--- src/tdpf_pkg.sv ---
// ----------------------------------------------------------------------------
// Tail-drop packet FIFO package
// Sizes, codes and the command and status groups between control and datapath.
// ----------------------------------------------------------------------------
package tdpf_pkg;

   // Queue geometry.
   localparam int DEPTH  = 64;
   localparam int ADDR_W = $clog2(DEPTH);
   localparam int CNT_W  = $clog2(DEPTH + 1);

   // Field widths.
   localparam int ID_W   = 32;
   localparam int LEN_W  = 20;
   localparam int TICK_W = 32;
   localparam int BITS_W = 32;
   localparam int OCC_W  = 7;
   localparam int KIND_W = 2;

   // Input command codes.
   localparam logic CMD_ARRIVAL = 1'b0;
   localparam logic CMD_PULL    = 1'b1;

   // Result kinds.
   localparam logic [KIND_W-1:0] KIND_NONE = 2'd0;
   localparam logic [KIND_W-1:0] KIND_DROP = 2'd1;
   localparam logic [KIND_W-1:0] KIND_SENT = 2'd2;

   // Sequencer states.
   typedef enum logic [2:0] {
      S_IDLE,
      S_EVAL,
      S_READ,
      S_SEND,
      S_FINISH
   } state_type;

   // Commands from the controller to the datapath.
   typedef struct packed {
      logic capture;
      logic eval;
      logic send;
      logic finish;
   } cmd_type;

   // Status from the datapath to the controller.
   typedef struct packed {
      logic send_needed;
      logic out_free;
   } sts_type;

   // One stored descriptor.
   typedef struct packed {
      logic [ID_W-1:0]   id;
      logic [LEN_W-1:0]  len;
      logic [TICK_W-1:0] arrival;
   } slot_type;

endpackage

--- src/tdpf_ctrl.sv ---
// ----------------------------------------------------------------------------
// Tail-drop packet FIFO controller
// Sequences each item through capture, evaluation, head read (for a send) and result load.
// ----------------------------------------------------------------------------
module tdpf_ctrl (
   input  logic              clock,
   input  logic              reset,
   input  logic              req_valid,
   output logic              req_ready,
   input  tdpf_pkg::sts_type sts,
   output tdpf_pkg::cmd_type cmd
);

   tdpf_pkg::state_type state_ff;
   tdpf_pkg::state_type state_in;

   // State register.
   always_ff @(posedge clock) begin
      if (reset) begin
         state_ff <= tdpf_pkg::S_IDLE;
      end else begin
         state_ff <= state_in;
      end
   end

   // Next state and commands.
   always_comb begin
      state_in    = state_ff;
      req_ready   = 1'b0;
      cmd         = '0;
      case (state_ff)
         tdpf_pkg::S_IDLE: begin
            req_ready   = 1'b1;
            cmd.capture = req_valid;
            if (req_valid) begin
               state_in = tdpf_pkg::S_EVAL;
            end
         end
         tdpf_pkg::S_EVAL: begin
            cmd.eval = 1'b1;
            state_in = sts.send_needed ? tdpf_pkg::S_READ : tdpf_pkg::S_FINISH;
         end
         tdpf_pkg::S_READ: begin
            // The head descriptor is read from memory during this cycle.
            state_in = tdpf_pkg::S_SEND;
         end
         tdpf_pkg::S_SEND: begin
            if (sts.out_free) begin
               cmd.send = 1'b1;
               state_in = tdpf_pkg::S_IDLE;
            end
         end
         tdpf_pkg::S_FINISH: begin
            if (sts.out_free) begin
               cmd.finish = 1'b1;
               state_in   = tdpf_pkg::S_IDLE;
            end
         end
         default: begin
            state_in = tdpf_pkg::S_IDLE;
         end
      endcase
   end

endmodule

--- config.mk ---
export PLATFORM = sky130hd
export DESIGN_NAME = tdpf_ctrl
export DESIGN_NICKNAME = d
export VERILOG_FILES = /design/src/tdpf_pkg.sv /design/src/tdpf_ctrl.sv
export SDC_FILE = /design/constraint.sdc
export NUM_CORES = 1
export LEC_CHECK = 0
export BUFFER_PORTS_ARGS = -buffer_cell sky130_fd_sc_hd__buf_2
export CELL_PAD_IN_SITES_DETAIL_PLACEMENT = 1
export CELL_PAD_IN_SITES_GLOBAL_PLACEMENT = 1
export CORE_AREA = 2 2 39 41
export CTS_CLUSTER_DIAMETER = 80
export DETAILED_ROUTE_END_ITERATION = 8
export DIE_AREA = 0 0 41 43
export HOLD_SLACK_MARGIN = 0.1
export MAX_ROUTING_LAYER = met4
export PLACE_DENSITY = 0.38
export SLEW_MARGIN = 20
export SYNTH_ARGS = -nofsm -noshare
export SYNTH_HDL_FRONTEND = slang
export SYNTH_SLANG_ARGS = --single-unit
--- constraint.sdc ---
create_clock -name clock -period 1.5 [get_ports clock]
set_input_delay 0.15 -clock clock [delete_from_list [all_inputs] [get_ports clock]]
set_output_delay 0.15 -clock clock [all_outputs]
set_load 0.02 [all_outputs]
==> results.cfg <==
[routing]
met2WireLength_um = 229
drtAntennaViolNets = 0
finalWirelength_um = 436
route.detailed.drc = 0
via_per_inst = 4.04
drt_pre_antenna_iters = 2
routed.top_layer = met3
drt-wirelength-per-cell_um = 9.69
routed-via-count = 182
drtIter0Drc = 3
met1Wirelength_um = 187
dr_wl_met3_um = 19

[min_path]
holdCritPathClass = in2reg

[yosys]
synth_top_area_cell = dfxtp_1
synth_edf_count = 0
synthArstFlopShare_pct = 0
synth_most_common_cell = dfxtp_1
syn_inst = 17
synth_area_leaders = dfxtp_1 (34%), or3b_1 (9.9%), a211oi_1 (8.5%)
yosysUniqueCellTypes = 12
syn_nets = 22
synthTopCellsByCount = dfxtp_1 (3), a211oi_1 (2), nor3_1 (2), or3b_1 (2)
syn_avg_cell_area_sq_um = 10.5
synth_top_area_share_pct = 33.8
ys_seq_area_share_pct = 33.8
ys_warn_count = 0
synth_ff_type = dfxtp_1
syn_area_sq_um = 178
synth-seq-cells = 3

[power_and_ir_drop]
power_leakage_nw = 0.110
power.density_mw_per_mm2 = 1100
ir_drop_uv = 228

[die]
coreArea_sq_mm = 0.00138
die_h_um = 43
pin_count = 10
die-area_sq_mm = 0.00176
start_util_pct = 12.8
die_x_um = 41
rows = 14

[worst_setup_path]
crit_arrival_ns = 1.13
cp-start-kind = flop
crit_path_max_incr_delay_ns = 0.47
slowest_stage = dfxtp_1
cp_cell_sequence = nor4bb_1, buf_2
crit_required_ns = 1.35
worstSetupEndpointType = output pin
criticalPathCategory = reg2out
worst-path-max-fanout = 9

[clocking]
cts_setup_buffers = 0
cts_buffer_depth = 2
clock_latency_ns = 0.23
cts_hold_buffers = 0
clkTransAtPathRegs_ns = 0.04
cts-root-buf = clkbuf_4
h-tree-depth = 1
cts_resized = 0
numCtsBuffers = 3
clock-sinks = 3
tritoncts = built

[placement]
place_congestion = 0.681
placed_cell_area_sq_um = 231
dp.cells = 41
port_buffers = 9
dp_hpwl_um = 336

[final_layout]
largest_reg_flops = 3
regArea_sq_um = 60.1
num_antenna_cells = 0
multi_input_area_sq_um = 106
fin_cells = 45
reg_top3 = state_ff x3
fill_cells = 170
fin_area_sq_um = 258
drive_gt1_share_pct = 44.8
area_delta_synth_final_pct = 45.1
regMostFlops = state_ff
final_nets = 35

[timing]
finalSetupTns_ns = 0
fmax_mhz = 782
grt_setup_unrepaired = no
slew_viol_final = 0
maxSlewHeadroom_pct = 81.2
min_period_ns = 1.28
setup_violations = 0
skew_ns = 0.00441
tightest_slew_ns = 0.282
hold_viol_final = 0
fin_crit_sh_pct = 85.2

[job]
drv_cap = 0

[global_routing]
grt_max_degree = 10
grtUsageTotal_pct = 7.60
grt_overflow_total = 0
grt_pass1_vias = 189
grt_pass1_wl_um = 834
antenna_found_initial = 0

[outcome]
status = finished, final reports clean
==> layout by cell type, fill, tap and decap left out, drive strengths merged <==
cell type,netlist,final
nor3,2,2
nand2b,1,1
a211oi,3,3
buf,1,9
dfxtp,3,3
or3b,2,2
and4b,1,1
nor4bb,1,1
nor3b,1,1
a21bo,1,1
clkbuf,0,4
nand3b,1,1
==> metal layers <==
metal / vias to the layer above / global-route usage, %
li1: 90 / -
met1: 87 / 9.58
met2: 5 / 8.13
met3: 0 / 3.14
met4: 0 / 8.00
met5: - / -
==> worst max-delay path, delay by kind of cell (launching register included) <==
kind          cells  cell delay [ns]
buf+inv           1             0.20
flops             1             0.47
simple gates      1             0.22
==> worst paths after layout <==
| kind | from | to | slack [ns] | cells past startpoint |
|---|---|---|---|---|
| min | reset | state_ff[2]$_SDFFE_PP0P_ | 0.11 | 2 |
| max | state_ff[2]$_SDFFE_PP0P_ | cmd[0] | 0.22 | 2 |
| min reg2reg | state_ff[1]$_SDFFE_PP0P_ | state_ff[2]$_SDFFE_PP0P_ | 0.58 | 1 |
| max reg2reg | state_ff[2]$_SDFFE_PP0P_ | state_ff[2]$_SDFFE_PP0P_ | 0.39 | 2 |
==> logic make-up (layout without fill, tap and decap cells) <==
kind of cell	count (synthesis)	in the layout	synth area share, %
buffers and inverters	1	13	6.34
flip-flops	3	3	33.8
AND/OR/NAND/NOR	9	9	38.7
AO/OA/AOI/OAI	4	4	21.1
==> area by class of cell <==
| class | count | area share, % |
|---|---|---|
| Clock buffer | 4 | 10.2 |
| Multi-Input combinational cell | 13 | 41.3 |
| Sequential cell | 3 | 23.3 |
| Tap cell | 16 | 7.77 |
| Timing Repair Buffer | 9 | 17.5 |
==> report_power, final <==
part           internal [mW]  switching, mW  total, mW
clock network         0.0996         0.0409      0.141
registers             0.0853         0.0103     0.0957
logic                 0.0219         0.0254     0.0473
total                  0.207         0.0766      0.283
==> through the flow <==
stage	total power [mW]	util (%)	setup WS [ns]	hold slack (ns)
after floorplan	0.126	-	0.271	0.215
after global placement	0.145	16.7	0.379	0.351
after detailed placement	0.146	16.7	0.371	0.349
after CTS	0.292	18.6	0.203	0.100
after global routing	0.313	18.6	0.0980	0.101
final	0.283	18.6	0.222	0.108
(Power assumes the default switching activity.)
